**src/hw/rtl/flot_pkg.sv**
```systemverilog
// ----------------------------------------------------------------------------
// Fixed-latency offload tracker package
// Shared widths, register indexes, result codes and structs.
// ----------------------------------------------------------------------------
package flot_pkg;

	localparam int unsigned QUEUE_DEPTH_DEF = 16;

	localparam int unsigned TIME_W   = 64;
	localparam int unsigned ADDR_W   = 64;
	localparam int unsigned MAXO_W   = 5;
	localparam int unsigned LAT_W    = 32;
	localparam int unsigned OCC_W    = 5;
	localparam int unsigned CFG_IDX_W  = 1;
	localparam int unsigned CFG_DATA_W = 32;

	localparam logic [MAXO_W-1:0] MAXO_RESET = MAXO_W'(16);
	localparam logic [LAT_W-1:0]  LAT_RESET  = '0;

	// Configuration register indexes.
	typedef enum logic [CFG_IDX_W-1:0] {
		REG_MAX_OUTSTANDING = 1'd0,
		REG_OFFLOAD_LATENCY = 1'd1
	} cfg_reg_t;

	typedef enum logic [1:0] {
		SUBMIT_NONE     = 2'd0,
		SUBMIT_ACCEPTED = 2'd1,
		SUBMIT_REJECTED = 2'd2
	} submit_t;

	typedef struct packed {
		logic [MAXO_W-1:0] max_outstanding;
		logic [LAT_W-1:0]  offload_latency;
	} cfg_t;

	typedef struct packed {
		logic              fire;
		logic [TIME_W-1:0] now;
		logic              request;
		logic [ADDR_W-1:0] record_addr;
	} step_t;

	typedef struct packed {
		logic              done_res;
		logic [ADDR_W-1:0] done_addr;
		submit_t           submit_result;
		logic [OCC_W-1:0]  occupancy;
	} result_t;

endpackage

```
**src/hw/rtl/flot_if.sv**
```systemverilog
// ----------------------------------------------------------------------------
// Fixed-latency offload tracker channel interfaces
// Valid/ready channels for steps, results and register writes.
// ----------------------------------------------------------------------------
interface flot_in_if;
	logic                            valid;
	logic                            ready;
	logic [flot_pkg::TIME_W-1:0]     now;
	logic                            request;
	logic [flot_pkg::ADDR_W-1:0]     record_addr;

	modport source (output valid, output now, output request, output record_addr,
		input ready);
	modport sink (input valid, input now, input request, input record_addr,
		output ready);
endinterface

interface flot_out_if;
	logic                            valid;
	logic                            ready;
	logic                            done_res;
	logic [flot_pkg::ADDR_W-1:0]     done_addr;
	logic [1:0]                      submit_result;
	logic [flot_pkg::OCC_W-1:0]      occupancy;

	modport source (output valid, output done_res, output done_addr,
		output submit_result, output occupancy, input ready);
	modport sink (input valid, input done_res, input done_addr,
		input submit_result, input occupancy, output ready);
endinterface

interface flot_cfg_if;
	logic                                valid;
	logic                                ready;
	logic [flot_pkg::CFG_IDX_W-1:0]      index;
	logic [flot_pkg::CFG_DATA_W-1:0]     data;

	modport source (output valid, output index, output data, input ready);
	modport sink (input valid, input index, input data, output ready);
endinterface

```
**src/hw/rtl/flot_ram.sv**
```systemverilog
// ----------------------------------------------------------------------------
// Generic RAM
// One write port and one read port with registered read data.
// ----------------------------------------------------------------------------
module flot_ram #(
	parameter int unsigned WIDTH = 8,
	parameter int unsigned DEPTH = 16,
	parameter int unsigned AW    = (DEPTH > 1) ? $clog2(DEPTH) : 1
) (
	input  logic             clk,
	input  logic             we,
	input  logic [AW-1:0]    waddr,
	input  logic [WIDTH-1:0] wdata,
	input  logic [AW-1:0]    raddr,
	output logic [WIDTH-1:0] rdata
);

	logic [WIDTH-1:0] mem [DEPTH];

	always_ff @(posedge clk) begin
		if (we) begin
			mem[waddr] <= wdata;
		end
		rdata <= mem[raddr];
	end

endmodule

```
**src/hw/rtl/flot_cfg.sv**
```systemverilog
// ----------------------------------------------------------------------------
// Fixed-latency offload tracker configuration registers
// Decodes register writes into the limit and latency registers.
// ----------------------------------------------------------------------------
module flot_cfg (
	input  logic              clk,
	input  logic              arst_n,
	flot_cfg_if.sink          cfg_ch,
	output flot_pkg::cfg_t    cfg
);

	logic [flot_pkg::MAXO_W-1:0] max_outstanding_q;
	logic [flot_pkg::LAT_W-1:0]  offload_latency_q;

	assign cfg_ch.ready = 1'b1;

	always_ff @(posedge clk or negedge arst_n) begin
		if (!arst_n) begin
			max_outstanding_q <= flot_pkg::MAXO_RESET;
			offload_latency_q <= flot_pkg::LAT_RESET;
		end else if (cfg_ch.valid) begin
			unique case (flot_pkg::cfg_reg_t'(cfg_ch.index))
				flot_pkg::REG_MAX_OUTSTANDING: begin
					max_outstanding_q <= cfg_ch.data[flot_pkg::MAXO_W-1:0];
				end
				flot_pkg::REG_OFFLOAD_LATENCY: begin
					offload_latency_q <= cfg_ch.data[flot_pkg::LAT_W-1:0];
				end
				default: begin
				end
			endcase
		end
	end

	assign cfg.max_outstanding = max_outstanding_q;
	assign cfg.offload_latency = offload_latency_q;

endmodule

```
**src/hw/rtl/flot_core.sv**
```systemverilog
// ----------------------------------------------------------------------------
// Fixed-latency offload tracker queue core
// In-order queue of due times and record addresses with head compare.
// ----------------------------------------------------------------------------
module flot_core #(
	parameter int unsigned QUEUE_DEPTH = flot_pkg::QUEUE_DEPTH_DEF
) (
	input  logic              clk,
	input  logic              arst_n,
	input  flot_pkg::cfg_t    cfg,
	input  flot_pkg::step_t   step,
	output flot_pkg::result_t res
);

	localparam int unsigned PTR_W = (QUEUE_DEPTH > 1) ? $clog2(QUEUE_DEPTH) : 1;
	localparam int unsigned CNT_W = $clog2(QUEUE_DEPTH + 1);
	localparam int unsigned CMP_W = (CNT_W > flot_pkg::MAXO_W) ? CNT_W : flot_pkg::MAXO_W;
	localparam int unsigned ENT_W = flot_pkg::TIME_W + flot_pkg::ADDR_W;
	localparam logic [PTR_W-1:0] LAST_PTR = PTR_W'(QUEUE_DEPTH - 1);
	localparam logic [CMP_W-1:0] DEPTH_C  = CMP_W'(QUEUE_DEPTH);

	logic [PTR_W-1:0] head_ptr_q, tail_ptr_q, head_ptr_d, tail_ptr_d;
	logic [CNT_W-1:0] count_q, count_d;
	logic             fwd_q;
	logic [ENT_W-1:0] fwd_data_q;

	logic [ENT_W-1:0]              ram_rdata, head_ent, wr_ent;
	logic [flot_pkg::TIME_W-1:0]   head_due;
	logic [flot_pkg::ADDR_W-1:0]   head_addr;
	logic                          pop, push, we;
	logic [CMP_W-1:0]              count_mid, limit, maxo_ext;

	// The RAM returns the old word when the head slot is written in the same
	// cycle it is read, so that word is forwarded from a register instead.
	assign head_ent  = fwd_q ? fwd_data_q : ram_rdata;
	assign head_due  = head_ent[ENT_W-1 -: flot_pkg::TIME_W];
	assign head_addr = head_ent[flot_pkg::ADDR_W-1:0];

	assign pop       = (count_q != '0) && (step.now >= head_due);
	assign count_mid = CMP_W'(count_q) - CMP_W'(pop);
	assign maxo_ext  = CMP_W'(cfg.max_outstanding);
	assign limit     = (maxo_ext > DEPTH_C) ? DEPTH_C : maxo_ext;
	assign push      = step.request && (count_mid < limit);
	assign we        = step.fire && push;

	assign wr_ent = {step.now + flot_pkg::TIME_W'(cfg.offload_latency), step.record_addr};

	always_comb begin
		head_ptr_d = head_ptr_q;
		tail_ptr_d = tail_ptr_q;
		count_d    = count_q;
		if (step.fire) begin
			if (pop) begin
				head_ptr_d = (head_ptr_q == LAST_PTR) ? '0 : head_ptr_q + 1'b1;
			end
			if (push) begin
				tail_ptr_d = (tail_ptr_q == LAST_PTR) ? '0 : tail_ptr_q + 1'b1;
			end
			count_d = CNT_W'(count_mid + CMP_W'(push));
		end
	end

	always_ff @(posedge clk or negedge arst_n) begin
		if (!arst_n) begin
			head_ptr_q <= '0;
			tail_ptr_q <= '0;
			count_q    <= '0;
			fwd_q      <= 1'b0;
		end else begin
			head_ptr_q <= head_ptr_d;
			tail_ptr_q <= tail_ptr_d;
			count_q    <= count_d;
			fwd_q      <= we && (tail_ptr_q == head_ptr_d);
		end
	end

	always_ff @(posedge clk) begin
		fwd_data_q <= wr_ent;
	end

	flot_ram #(
		.WIDTH (ENT_W),
		.DEPTH (QUEUE_DEPTH),
		.AW    (PTR_W)
	) u_ram (
		.clk   (clk),
		.we    (we),
		.waddr (tail_ptr_q),
		.wdata (wr_ent),
		.raddr (head_ptr_d),
		.rdata (ram_rdata)
	);

	always_comb begin
		logic [CMP_W-1:0] count_after;
		count_after       = count_mid + CMP_W'(push);
		res.done_res      = pop;
		res.done_addr     = pop ? head_addr : '0;
		res.submit_result = !step.request ? flot_pkg::SUBMIT_NONE :
			push ? flot_pkg::SUBMIT_ACCEPTED : flot_pkg::SUBMIT_REJECTED;
		res.occupancy     = count_after[flot_pkg::OCC_W-1:0];
	end

endmodule

```
**src/hw/rtl/fixed_latency_offload_tracker.sv**
```systemverilog
// ----------------------------------------------------------------------------
// Fixed-latency offload tracker
// Tracks offloads that all finish a fixed latency after submission.
// ----------------------------------------------------------------------------
// Every input transaction is one polling step and yields exactly one result
// transaction. A step first retires the oldest offload if its due time has
// been reached, then takes or rejects a new submission against the limit in
// max_outstanding (capped at QUEUE_DEPTH), stamping it with now plus
// offload_latency. The block takes one step per clock cycle while the
// receiver takes each result: a step is registered at the input, resolved
// combinationally against the queue head (one 64-bit compare and one 64-bit
// add) and registered at the output. A result that the receiver holds off
// keeps the step behind it waiting in the input register, and the input then
// stalls. The queue lives in a two-port RAM of QUEUE_DEPTH entries whose head
// word is read ahead at the next head pointer. The user must write registers
// only while the block is idle; the block itself does not enforce this.
// ----------------------------------------------------------------------------
module fixed_latency_offload_tracker #(
	parameter int unsigned QUEUE_DEPTH = flot_pkg::QUEUE_DEPTH_DEF
) (
	input  logic      clk,
	input  logic      arst_n,
	flot_in_if.sink   in_ch,
	flot_out_if.source out_ch,
	flot_cfg_if.sink  cfg_ch
);

	logic                          valid_s1;
	logic [flot_pkg::TIME_W-1:0]   now_s1;
	logic                          request_s1;
	logic [flot_pkg::ADDR_W-1:0]   addr_s1;

	logic                          out_valid_q;
	flot_pkg::result_t             res_q;

	flot_pkg::cfg_t                cfg;
	flot_pkg::step_t               step;
	flot_pkg::result_t             res;
	logic                          fire;

	assign fire        = valid_s1 && (!out_valid_q || out_ch.ready);
	assign in_ch.ready = !valid_s1 || fire;

	always_ff @(posedge clk or negedge arst_n) begin
		if (!arst_n) begin
			valid_s1    <= 1'b0;
			out_valid_q <= 1'b0;
		end else begin
			if (in_ch.ready) begin
				valid_s1 <= in_ch.valid;
			end
			if (fire) begin
				out_valid_q <= 1'b1;
			end else if (out_ch.ready) begin
				out_valid_q <= 1'b0;
			end
		end
	end

	always_ff @(posedge clk) begin
		if (in_ch.ready && in_ch.valid) begin
			now_s1     <= in_ch.now;
			request_s1 <= in_ch.request;
			addr_s1    <= in_ch.record_addr;
		end
		if (fire) begin
			res_q <= res;
		end
	end

	assign step.fire        = fire;
	assign step.now         = now_s1;
	assign step.request     = request_s1;
	assign step.record_addr = addr_s1;

	flot_cfg u_cfg (
		.clk    (clk),
		.arst_n (arst_n),
		.cfg_ch (cfg_ch),
		.cfg    (cfg)
	);

	flot_core #(
		.QUEUE_DEPTH (QUEUE_DEPTH)
	) u_core (
		.clk    (clk),
		.arst_n (arst_n),
		.cfg    (cfg),
		.step   (step),
		.res    (res)
	);

	assign out_ch.valid         = out_valid_q;
	assign out_ch.done_res      = res_q.done_res;
	assign out_ch.done_addr     = res_q.done_addr;
	assign out_ch.submit_result = res_q.submit_result;
	assign out_ch.occupancy     = res_q.occupancy;

endmodule
```
**src/flat_wrapper.sv**
```systemverilog
// flat-port wrapper written by rule: the top's interface ports become plain ports
module fixed_latency_offload_tracker_flat 
#(
	parameter int unsigned QUEUE_DEPTH = flot_pkg::QUEUE_DEPTH_DEF
)
  (clk, arst_n, in_ch_valid, in_ch_now, in_ch_request, in_ch_record_addr, in_ch_ready, out_ch_valid, out_ch_done_res, out_ch_done_addr, out_ch_submit_result, out_ch_occupancy, out_ch_ready, cfg_ch_valid, cfg_ch_index, cfg_ch_data, cfg_ch_ready);
  flot_in_if in_ch_i ();
  flot_out_if out_ch_i ();
  flot_cfg_if cfg_ch_i ();
  input  logic clk;
  input  logic arst_n;
  input wire logic [$bits(in_ch_i.valid)-1:0] in_ch_valid;
  input wire logic [$bits(in_ch_i.now)-1:0] in_ch_now;
  input wire logic [$bits(in_ch_i.request)-1:0] in_ch_request;
  input wire logic [$bits(in_ch_i.record_addr)-1:0] in_ch_record_addr;
  output wire logic [$bits(in_ch_i.ready)-1:0] in_ch_ready;
  output wire logic [$bits(out_ch_i.valid)-1:0] out_ch_valid;
  output wire logic [$bits(out_ch_i.done_res)-1:0] out_ch_done_res;
  output wire logic [$bits(out_ch_i.done_addr)-1:0] out_ch_done_addr;
  output wire logic [$bits(out_ch_i.submit_result)-1:0] out_ch_submit_result;
  output wire logic [$bits(out_ch_i.occupancy)-1:0] out_ch_occupancy;
  input wire logic [$bits(out_ch_i.ready)-1:0] out_ch_ready;
  input wire logic [$bits(cfg_ch_i.valid)-1:0] cfg_ch_valid;
  input wire logic [$bits(cfg_ch_i.index)-1:0] cfg_ch_index;
  input wire logic [$bits(cfg_ch_i.data)-1:0] cfg_ch_data;
  output wire logic [$bits(cfg_ch_i.ready)-1:0] cfg_ch_ready;
  assign in_ch_i.valid = in_ch_valid;
  assign in_ch_i.now = in_ch_now;
  assign in_ch_i.request = in_ch_request;
  assign in_ch_i.record_addr = in_ch_record_addr;
  assign in_ch_ready = in_ch_i.ready;
  assign out_ch_valid = out_ch_i.valid;
  assign out_ch_done_res = out_ch_i.done_res;
  assign out_ch_done_addr = out_ch_i.done_addr;
  assign out_ch_submit_result = out_ch_i.submit_result;
  assign out_ch_occupancy = out_ch_i.occupancy;
  assign out_ch_i.ready = out_ch_ready;
  assign cfg_ch_i.valid = cfg_ch_valid;
  assign cfg_ch_i.index = cfg_ch_index;
  assign cfg_ch_i.data = cfg_ch_data;
  assign cfg_ch_ready = cfg_ch_i.ready;
  fixed_latency_offload_tracker #(.QUEUE_DEPTH(QUEUE_DEPTH)) u_core (.clk(clk), .arst_n(arst_n), .in_ch(in_ch_i), .out_ch(out_ch_i), .cfg_ch(cfg_ch_i));
endmodule
```
**config.mk**
```make
export PLATFORM = sky130hd
export DESIGN_NAME = fixed_latency_offload_tracker_flat
export DESIGN_NICKNAME = d
export VERILOG_FILES = /design/src/hw/rtl/flot_pkg.sv /design/src/hw/rtl/flot_if.sv /design/src/hw/rtl/flot_ram.sv /design/src/hw/rtl/flot_cfg.sv /design/src/hw/rtl/flot_core.sv /design/src/hw/rtl/fixed_latency_offload_tracker.sv /design/src/flat_wrapper.sv
export SDC_FILE = /design/constraint.sdc
export NUM_CORES = 2
export LEC_CHECK = 0
export BUFFER_PORTS_ARGS = -buffer_cell sky130_fd_sc_hd__buf_2
export CAP_MARGIN = 15
export CELL_PAD_IN_SITES_DETAIL_PLACEMENT = 0
export CELL_PAD_IN_SITES_GLOBAL_PLACEMENT = 1
export CORE_MARGIN = 8
export CORE_UTILIZATION = 30
export DETAILED_ROUTE_END_ITERATION = 16
export PLACE_DENSITY = 0.62
export SLEW_MARGIN = 20
export SYNTH_ARGS = -nofsm -noshare
export SYNTH_HDL_FRONTEND = slang
export SYNTH_SLANG_ARGS = --single-unit
```
**constraint.sdc**
```tcl
create_clock -name clk -period 12.9 [get_ports clk]
set_input_delay 1.29 -clock clk [delete_from_list [all_inputs] [get_ports clk]]
set_output_delay 1.29 -clock clk [all_outputs]
set_load 0.02 [all_outputs]
```
==> flow_summary.toml <==
[outcome]
run_status = "finished, final reports clean"

[placed_design]
hpwl_um = 161400
pre_cts_ws_ns = 3.827
port_buffers = 240
gp_congestion = 0.8073

[detailed_routing]
vias_per_cell = 5.041
vias = 59180
wl_per_cell_um = 25.07
drt_wl_total_um = 294300
postRouteAntennaNets = 0
drtIter0Drc = 6012
route.detailed.drc = 0
firstDrtPassIters = 5

[yosys]
syn_area_um2 = 98100
synth_compound_area_frac = 0.05296
yosys.area_share.xor_xnor = 0.006339
synth_top_family_by_area = "simple AND/OR/NAND/NOR gates"
synth-edff-count = 2249
yosys_warnings = 0
synthSimpleGateAreaFrac = 0.1193
synth_mux_area_frac = 0.03340
synth.avg_cell_area_um2 = 14.18
synthAdderAreaFrac = 0.01411
ys_async_sr_fraction = 0.02072
ys_ff_latch = 2558
syn-num-nets = 7196
synth_cell_types = 76
synth-seq-area-share = 0.7542
syn_inst = 6919
synthFlopType = "edfxtp_1"

[cells_and_area]
nets = 7443
areaGrowthSynthToFinish_pct = 15.86
final_layout_size_suffix_gt1_frac = 0.1252
final_util = 0.3483

[clock_network]
cts_resized = 0
h-tree-depth = 5
clk_latency_ns = 0.87
cts.sinks = 2558
cts_buffer_depth = 4
cts_buffers = 284
cts_tree = "yes"
post-cts-setup-buffer-count = 0
ctsHoldBuffers = 0
clk_pin_slew_ns = 0.06
cts_root_buf = "clkbuf_16"

[worst_setup_path]
cpMostUsedCell = "ha_1"
slowest_stage = "dfrtp_4"
path_buf_inv = 5
crit_chain = "buf_12 > mux2i_1 > ha_1 > a21oi_1 > o21ai_1 > a22o_1 > or4_1 > a211o_2 > o21ai_4 > buf_4 > inv_2 > ha_1 > ha_1 > xor2_1 > ha_1 > a21oi_1 > nor2b_1 > o21ai_0 > and3b_1 > nand2_1 > nor3b_1 > and2_4 > buf_4 > buf_4"
end_kind = "flip-flop"
worstReg2RegStart = "u_core.u_core.fwd_q"
critical-path-top-delay-family = "buffers and inverters"
r2r_setup_slack_ns = 3.95
critical_path_class = "flip-flop to flip-flop"
start_kind = "flip-flop"
crit_start = "u_core.u_core.fwd_q"
cp.arrival_ns = 9.41
max_stage_delay_ns = 0.84
cp.required_ns = 13.37
cp_max_fo = 101

[power_and_ir_drop]
ir_drop_uv = 310.2
power_density_nw_per_um2 = 230.8
power.total_w = 0.02624
total_leakage_power_nw = 38.86

[sta]
finalWorstSetupSlack_ns = 3.951
tightest_slew_ns = 1.186
rsz0062_at_grt = "no"
setup-violations-final = 0
fmax_ghz = 0.1117
hold_viol = 0
slew_viol_final = 0
clock_skew_ns = 0.06349
finalCritPeriodShare = 0.6937
tns_ns = 0
slew_headroom = 0.2090
period_needed_ns = 8.949

[global_routing]
grt_overflow_total = 0
grt_max_degree = 245
grt_pass1_vias = 59190
grtUsageTotal = 0.1636
grt_pass1_wl_um = 424400
antenna_found_initial = 39

[floorplanning]
rows = 210
core_area_um2 = 326300
die_h_um = 587.8
die_w_um = 587.8
dieArea_um2 = 345500
pin_count = 242
initial_utilization = 0.3006

[job]
cap_violations = 0

[worst_hold_path]
holdCritStartpoint = "u_core.valid_s1"
min-delay-path-class = "flip-flop to flip-flop"
## where the power goes
| group | total, W | switching, W | internal (W) |
|---|---|---|---|
| combinational | 0.00792 | 0.00566 | 0.00227 |
| clock | 0.00795 | 0.00329 | 0.00466 |
| sequential | 0.0104 | 0.000397 | 0.00997 |
| total | 0.0262 | 0.00934 | 0.0169 |
## path summary, 6_finish.rpt
kind                                                      end  depth (start not counted)
max                          u_core.u_core.u_ram.mem[11][120]                         24
min in group asynchronous  u_core.u_cfg.offload_latency_q[30]                          2
min reg2reg                               u_core.out_ch.valid                          1
max reg2reg                  u_core.u_core.u_ram.mem[11][120]                         24
max in group asynchronous                 u_core.u_core.fwd_q                          2
min                                       u_core.out_ch.valid                          1
## cell type report
cell class / instances / area (µm²)
fill: 31440 / 212700
multi-input combinational: 3919 / 22590
timing repair buffer: 372 / 2387
inverter: 31 / 157.7
tap: 4346 / 5438
antenna: 3 / 7.507
clock inverter: 121 / 1077
clock buffer: 390 / 8005
sequential: 2558 / 73990
## cells in the final DEF (no fill, tap or decap), types with 123 or more instances in the layout
master / count
edfxtp_1: 2249
nand2_1: 1573
nand3_1: 694
clkbuf_16: 292
dfxtp_1: 256
mux2i_1: 252
buf_2: 240
a31oi_1: 165
a211oi_1: 129
and3_1: 123
## stage by stage
step / std cells / hold slack, ns / cell area, µm²
finish: 11740 / 0.5107 / 113700
global route: 11740 / 0.5268 / 113700
CTS: 11740 / 0.5005 / 113600
detailed placement: 11230 / 0.4837 / 104500
global placement: 11220 / 0.4762 / 104400
floorplan: 6919 / 0.4569 / 98100
## metal layers
| metal | GRT usage | routed length [µm] | up-vias |
|---|---|---|---|
| met5 | 0 | 31 | - |
| met4 | 0.04300 | 8553 | 6 |
| met3 | 0.02058 | 15480 | 495 |
| met2 | 0.2770 | 141900 | 1932 |
| met1 | 0.2224 | 128300 | 30390 |
| li1 | - | - | 26370 |
## cell usage after synthesis (37+ instances only)
cell         n  share of area
a211oi_1   129         0.0099
a21oi_1    112         0.0057
dfrtp_1     52          0.013
clkbuf_1   242         0.0093
xnor2_1     47         0.0042
a31oi_1    165          0.011
a32oi_1     82         0.0073
ha_1       109          0.014
and3_1     123         0.0078
nor2_1     121         0.0046
nand2_1   1573          0.060
buf_2      127         0.0065
mux2_2      37         0.0042
mux2i_1    252          0.026
dfxtp_1    256          0.052
nand4_1     94         0.0060
o21ai_0     86         0.0044
edfxtp_1  2249           0.69
o221ai_1    48         0.0043
nand3_1    694          0.035
## state kept, by name, summed over array words and instances (netlist names), 4 cells and up
register / flops
u_core.out_ch.occupancy: 5
u_core.u_core.tail_ptr_q: 4
u_core.u_core.head_ptr_q: 4
u_core.u_core.fwd_data_q: 128
u_core.u_core.count_q: 5
u_core.addr_s1: 64
u_core.u_core.u_ram.rdata: 128
u_core.out_ch.done_addr: 64
u_core.u_cfg.max_outstanding_q: 5
u_core.u_core.u_ram.mem: 2048
u_core.now_s1: 64
u_core.u_cfg.offload_latency_q: 32
## logic make-up after synthesis
logic type                 Yosys count
xor gates and xnor gates            71
muxes                              304
and+or+nand+nor                   2683
adders and majority gates          110
other                                1
buffers and inverters              442
DFF                               2558
AOI/OAI and AO/OA                  750
Note: power is estimated with default switching activity, not from simulation.
